`config.mk`:
```
export PLATFORM = sky130hd
export DESIGN_NAME = bvm_ctrl
export DESIGN_NICKNAME = d
export VERILOG_FILES = /design/src/rtl/core/bvm_pkg.sv /design/src/rtl/core/bvm_ctrl.sv
export SDC_FILE = /design/constraint.sdc
export NUM_CORES = 1
export LEC_CHECK = 0
export ABC_AREA = 0
export BUFFER_PORTS_ARGS = -buffer_cell sky130_fd_sc_hd__buf_2
export CAP_MARGIN = 25
export CORE_AREA = 4 4 47 49
export DETAILED_ROUTE_END_ITERATION = 6
export DIE_AREA = 0 0 51 53
export GPL_TIMING_DRIVEN = 0
export HOLD_SLACK_MARGIN = 0.06
export PLACE_DENSITY = 0.7
export SYNTH_ARGS = -nofsm -noshare
export SYNTH_HDL_FRONTEND = slang
export SYNTH_SLANG_ARGS = --single-unit
```
`constraint.sdc`:
```
create_clock -name clk -period 1.82 [get_ports clk]
set_input_delay 0.091 -clock clk [delete_from_list [all_inputs] [get_ports clk]]
set_output_delay 0.091 -clock clk [all_outputs]
set_load 0.005 [all_outputs]
```
`src/rtl/core/bvm_pkg.sv`:
```
// Shared types, codes and the font table of the CHIP-8 execute block.
package bvm_pkg;

  localparam int MemAw = 12;
  localparam int MemDepth = 4096;
  localparam int ScrRows = 32;
  localparam int FontLen = 80;

  // Item kinds.
  localparam logic [2:0] KIND_EXEC = 3'd0;
  localparam logic [2:0] KIND_WRITE = 3'd1;
  localparam logic [2:0] KIND_RDMEM = 3'd2;
  localparam logic [2:0] KIND_RDSCR = 3'd3;
  localparam logic [2:0] KIND_RDREG = 3'd4;

  // Special opcodes and nibble or byte codes.
  localparam logic [15:0] OP_CLS = 16'h00E0;
  localparam logic [15:0] OP_RET = 16'h00EE;
  localparam logic [3:0] TOP_SYS = 4'h0;
  localparam logic [3:0] TOP_JP = 4'h1;
  localparam logic [3:0] TOP_CALL = 4'h2;
  localparam logic [3:0] TOP_SEQI = 4'h3;
  localparam logic [3:0] TOP_SNEI = 4'h4;
  localparam logic [3:0] TOP_SEQ = 4'h5;
  localparam logic [3:0] TOP_LDI = 4'h6;
  localparam logic [3:0] TOP_ADDI = 4'h7;
  localparam logic [3:0] TOP_ALU = 4'h8;
  localparam logic [3:0] TOP_SNE = 4'h9;
  localparam logic [3:0] TOP_LDIDX = 4'hA;
  localparam logic [3:0] TOP_JPV0 = 4'hB;
  localparam logic [3:0] TOP_DRAW = 4'hD;
  localparam logic [3:0] TOP_MISC = 4'hF;

  localparam logic [3:0] ALU_MOV = 4'h0;
  localparam logic [3:0] ALU_OR = 4'h1;
  localparam logic [3:0] ALU_AND = 4'h2;
  localparam logic [3:0] ALU_XOR = 4'h3;
  localparam logic [3:0] ALU_ADD = 4'h4;
  localparam logic [3:0] ALU_SUB = 4'h5;
  localparam logic [3:0] ALU_SHR = 4'h6;
  localparam logic [3:0] ALU_SUBN = 4'h7;
  localparam logic [3:0] ALU_SHL = 4'hE;

  localparam logic [7:0] MISC_GETDT = 8'h07;
  localparam logic [7:0] MISC_SETDT = 8'h15;
  localparam logic [7:0] MISC_SETST = 8'h18;
  localparam logic [7:0] MISC_ADDI = 8'h1E;
  localparam logic [7:0] MISC_FONT = 8'h29;
  localparam logic [7:0] MISC_BCD = 8'h33;
  localparam logic [7:0] MISC_STORE = 8'h55;
  localparam logic [7:0] MISC_LOAD = 8'h65;

  localparam logic [11:0] PC_RESET = 12'h200;

  localparam logic [7:0] FONT [FontLen] = '{
    8'hF0, 8'h90, 8'h90, 8'h90, 8'hF0, 8'h20, 8'h60, 8'h20, 8'h20, 8'h70,
    8'hF0, 8'h10, 8'hF0, 8'h80, 8'hF0, 8'hF0, 8'h10, 8'hF0, 8'h10, 8'hF0,
    8'h90, 8'h90, 8'hF0, 8'h10, 8'h10, 8'hF0, 8'h80, 8'hF0, 8'h10, 8'hF0,
    8'hF0, 8'h80, 8'hF0, 8'h90, 8'hF0, 8'hF0, 8'h10, 8'h20, 8'h40, 8'h40,
    8'hF0, 8'h90, 8'hF0, 8'h90, 8'hF0, 8'hF0, 8'h90, 8'hF0, 8'h10, 8'hF0,
    8'hF0, 8'h90, 8'hF0, 8'h90, 8'h90, 8'hE0, 8'h90, 8'hE0, 8'h90, 8'hE0,
    8'hF0, 8'h80, 8'h80, 8'h80, 8'hF0, 8'hE0, 8'h90, 8'h90, 8'h90, 8'hE0,
    8'hF0, 8'h80, 8'hF0, 8'h80, 8'hF0, 8'hF0, 8'h80, 8'hF0, 8'h80, 8'h80
  };

  // Controller states, one-hot.
  typedef enum logic [11:0] {
    ST_CLR  = 12'b0000_0000_0001,
    ST_IDLE = 12'b0000_0000_0010,
    ST_RDX  = 12'b0000_0000_0100,
    ST_RDY  = 12'b0000_0000_1000,
    ST_EXEC = 12'b0000_0001_0000,
    ST_BCD  = 12'b0000_0010_0000,
    ST_STO  = 12'b0000_0100_0000,
    ST_LRD  = 12'b0000_1000_0000,
    ST_LWR  = 12'b0001_0000_0000,
    ST_DRD  = 12'b0010_0000_0000,
    ST_DWR  = 12'b0100_0000_0000,
    ST_FIN  = 12'b1000_0000_0000
  } state_t;

  // Which sequence an item needs after its execute state.
  typedef enum logic [2:0] {
    PATH_SIMPLE,
    PATH_BCD,
    PATH_STORE,
    PATH_LOAD,
    PATH_DRAW
  } path_t;

  typedef struct packed {
    state_t step;
    logic   load;
  } cmd_t;

  typedef struct packed {
    path_t path;
    logic  clr_last;
    logic  cnt_eq_x;
    logic  cnt_eq_2;
    logic  cnt_eq_nm1;
    logic  n_zero;
  } status_t;

endpackage

```
`src/rtl/core/bvm_ctrl.sv`:
```
// Controller state machine that sequences each item through the datapath.
module bvm_ctrl
  import bvm_pkg::*;
(
  input  logic    clk,
  input  logic    rst_n,
  input  logic    start,
  input  status_t status,
  output cmd_t    cmd,
  output logic    busy
);

  state_t state_r, state_nxt;

  // Next-state logic.
  always_comb begin
    state_nxt = state_r;
    unique case (state_r)
      ST_CLR:  if (status.clr_last) state_nxt = ST_IDLE;
      ST_IDLE: if (start) state_nxt = ST_RDX;
      ST_RDX:  state_nxt = ST_RDY;
      ST_RDY:  state_nxt = ST_EXEC;
      ST_EXEC: begin
        unique case (status.path)
          PATH_BCD:   state_nxt = ST_BCD;
          PATH_STORE: state_nxt = ST_STO;
          PATH_LOAD:  state_nxt = ST_LRD;
          PATH_DRAW:  state_nxt = status.n_zero ? ST_FIN : ST_DRD;
          default:    state_nxt = ST_FIN;
        endcase
      end
      ST_BCD:  if (status.cnt_eq_2) state_nxt = ST_FIN;
      ST_STO:  if (status.cnt_eq_x) state_nxt = ST_FIN;
      ST_LRD:  state_nxt = ST_LWR;
      ST_LWR:  state_nxt = status.cnt_eq_x ? ST_FIN : ST_LRD;
      ST_DRD:  state_nxt = ST_DWR;
      ST_DWR:  state_nxt = status.cnt_eq_nm1 ? ST_FIN : ST_DRD;
      ST_FIN:  state_nxt = ST_IDLE;
      default: state_nxt = ST_IDLE;
    endcase
  end

  always_ff @(posedge clk) begin
    if (!rst_n) begin
      state_r <= ST_CLR;
    end else begin
      state_r <= state_nxt;
    end
  end

  assign busy = (state_r != ST_IDLE);
  assign cmd.step = state_r;
  assign cmd.load = (state_r == ST_IDLE) && start;

  // An accepted item always starts with the register reads.
  a_start_seq: assert property (@(posedge clk) disable iff (!rst_n)
    (state_r == ST_IDLE && start) |=> (state_r == ST_RDX))
    else $error("accepted item did not enter register read");

  // The finishing cycle always hands control back to idle.
  a_fin_idle: assert property (@(posedge clk) disable iff (!rst_n)
    (state_r == ST_FIN) |=> (state_r == ST_IDLE))
    else $error("finish did not return to idle");

  // The execute cycle is always preceded by the second register read.
  a_exec_prev: assert property (@(posedge clk) disable iff (!rst_n)
    (state_r == ST_EXEC) |-> ($past(state_r) == ST_RDY))
    else $error("execute entered without operand reads");

endmodule

```
==> summary.txt <==
Slew @ Worst Pin - 511.8 ps
Overall Global Routing Usage - 16.12%
Post-Route WL - 2184 um
dominant synthesized flop cell - dfxtp_1
failing checks - negative setup slack
Syn-to-layout area delta - 49.50%
Num Clock Sinks - 12
Async SR Flop Fraction - 0%
NumNets Final - 134
row count - 16
CTS Buf Count - 3
Pleak - 0.4591 nW
ANT nets after route - 0
Core Region - 1862 um2
setup ws final - -49.93 ps
Final Cell Area - 1122 um2
Worst-path clk slew - 80 ps
htree depth - 1
Max IR drop VDD - 334.7 uV
outcome - finished, violations left
layout cell share with drive strength beyond 1 - 58.20%
clk root buf - clkbuf_4
final hold vios - 0
initial antenna violation count - 0
CTS tree - built
commonest cells in the netlist - dfxtp_1 (12), nor2_1 (9), nor4_1 (7)
Clock Latency Late Sink - 280 ps
Syn Inst Count - 89
Initial Utilization - 40.32%
Distinct cells, synth - 34
Post-synth EDFFs - 0
DIE WIDTH - 51 um
Mean Syn Cell Area - 8.435 um2
Synth Net Count - 100
Fmax achieved - 534.8 MHz
number of buffers and inverters on the critical path - 1
global placement routability congestion - 0.7732
Final HPWL DP - 1442 um
largest net degree at the start of global routing - 11
Critical Path Slowest Stage Cell - or4_4
die area - 2703 um2
largest register by flop count - state_r
final worst-path cycle share - 102.7%
FILL cells - 179
Vias - 836
Worst Setup Path Type - flop to flop
top cell type's share of synthesized area - 32.00%
Area contributors post-synth - dfxtp_1 (32%), nor4_1 (5.8%), or4b_2 (5.3%)
crit-path cells - or4_4 > or4_4 > nand3b_4 > buf_12 > nor4b_2
HP Class - primary input to flop
DR iter-0 viols - 20
sequential share of the synthesized area - 32.00%
total power - 0.6151 mW
DRC viols - 0
CP max FO - 7
PortBufs - 24
Seq cells post-synth - 12
skew final - 3.934 ps
mapped cell area - 750.7 um2
max reg flops - 12
first-pass GRT wire length - 3215 um
ANT cells - 0
hold_buf cts - 0
slowest cell delay on critical path - 590 ps
RSZ-0062 raised after global routing - yes
max cap viols - 0
Worst setup SP type - flop
Wirelength per Cell - 14.66 um
Max-slew headroom - 65.57%
power density cells - 548.1 nW/um2
Via density - 5.611
most used cell, CP - or4_4
WP data arrival - 2040 ps
Sequential cell area - 265.3 um2
Die Height - 53 um
final setup fails - 8
area of the multi-input gates - 565.5 um2
Ports - 25
min Tclk post-route - 1870 ps
Hold Slack - 65.00 ps
CP Capture Type - flop
Slew Limit Fails - 0
Synth Warn # - 0
worst slack, placed - -190.8 ps
registers with the most flip-flops - state_r (12)
vias in the first global route - 749
largest area contributor in the netlist - dfxtp_1
GRT overflow - 0
Worst EP required - 1990 ps
CP delay by family, top - simple AND/OR/NAND/NOR gates
Longest Clk Path Bufs - 2
count leader, synth - dfxtp_1
DRT Pass-1 Iters - 4
dpl cell area - 907.1 um2
path summary, 6_finish.rpt:
| check | endpoint | slack (ps) | depth (start not counted) | start |
|---|---|---|---|---|
| worst max-delay path | state_r[3]$_SDFFE_PN0P_ | -50 | 5 | state_r[8]$_SDFFE_PN0P_ |
| worst min-delay path | state_r[2]$_SDFFE_PN0P_ | 60 | 3 | start |
| worst max register to register | state_r[3]$_SDFFE_PN0P_ | -50 | 5 | state_r[8]$_SDFFE_PN0P_ |
| worst min register to register | state_r[4]$_SDFFE_PN0P_ | 520 | 2 | state_r[3]$_SDFFE_PN0P_ |
metal layers:
metal  share of wire (%)  global-route usage, %  up-vias
met1                  45                  18.68      394
met5                   0                      0        -
li1                    -                      -      415
met4                0.60                  8.072        0
met2                  50                  27.68       25
met3                 4.0                  3.662        2
cells by family (layout without fill, tap and decap cells):
group / after synthesis / count (layout) / synth area share (%)
buffers and inverters: 10 / 43 / 5.166
AOI/OAI and AO/OA: 16 / 16 / 16.33
xor gates and xnor gates: 4 / 4 / 4.668
and+or+nand+nor: 47 / 47 / 41.83
DFF: 12 / 12 / 32.00
layout by cell type, fill, tap and decap left out, types with 2 or more instances in the layout:
| master | synthesis | final |
|---|---|---|
| nor4_1 | 7 | 6 |
| a32oi_1 | 2 | 2 |
| or4b_2 | 4 | 3 |
| o21ai_0 | 3 | 3 |
| buf_4 | 0 | 7 |
| nor4b_1 | 3 | 2 |
| nor2_1 | 9 | 7 |
| clkbuf_4 | 0 | 3 |
| xnor2_1 | 2 | 2 |
| nor3b_1 | 2 | 2 |
| xor2_1 | 2 | 2 |
| buf_2 | 1 | 25 |
| or4_4 | 2 | 5 |
| dfxtp_2 | 0 | 5 |
| or4b_4 | 0 | 2 |
| dfxtp_4 | 0 | 5 |
| inv_1 | 5 | 4 |
| dfxtp_1 | 12 | 2 |
| nor2_2 | 0 | 2 |
| nand2_1 | 5 | 5 |
| nor3_2 | 0 | 3 |
| nand3_1 | 2 | 2 |
timing repair:
action | CTS | global route
endpoints found under the setup margin | 13 | 12
resized for setup | 17 | 21
endpoints found under the hold margin | 0 | 0
buffers inserted | 3 | 5
pin swaps | 4 | 3
report_power, final:
part / total [mW] / internal (mW) / leakage, nW / switching, mW
Sequential: 0.271 / 0.264 / 0.103 / 0.00761
Clock: 0.219 / 0.122 / 0.0210 / 0.0974
Combinational: 0.125 / 0.0622 / 0.335 / 0.0627
Total: 0.615 / 0.447 / 0.459 / 0.168
through the flow:
stage	utilization [%]	TNS, ps	instances
floorplan	-	-63.68	89
finish	60.28	-273.4	149
detailed placement	48.72	-623.7	140
global placement	48.72	-561.7	140
global route	60.28	-671.1	149
CTS	55.78	-662.5	146
tightest hold or removal path, stage by stage:
cell and delay [ps]:
buf_2 100, inv_1 60, nor4b_1 50
cell type report:
class	count	share of cell area, %
Buffer	2	0.8919
Clock buffer	4	3.233
Inverter	5	1.672
Multi-Input combinational cell	67	50.39
Sequential cell	12	23.63
Tap cell	27	3.010
Timing Repair Buffer	32	17.17
(Power assumes the default switching activity.)
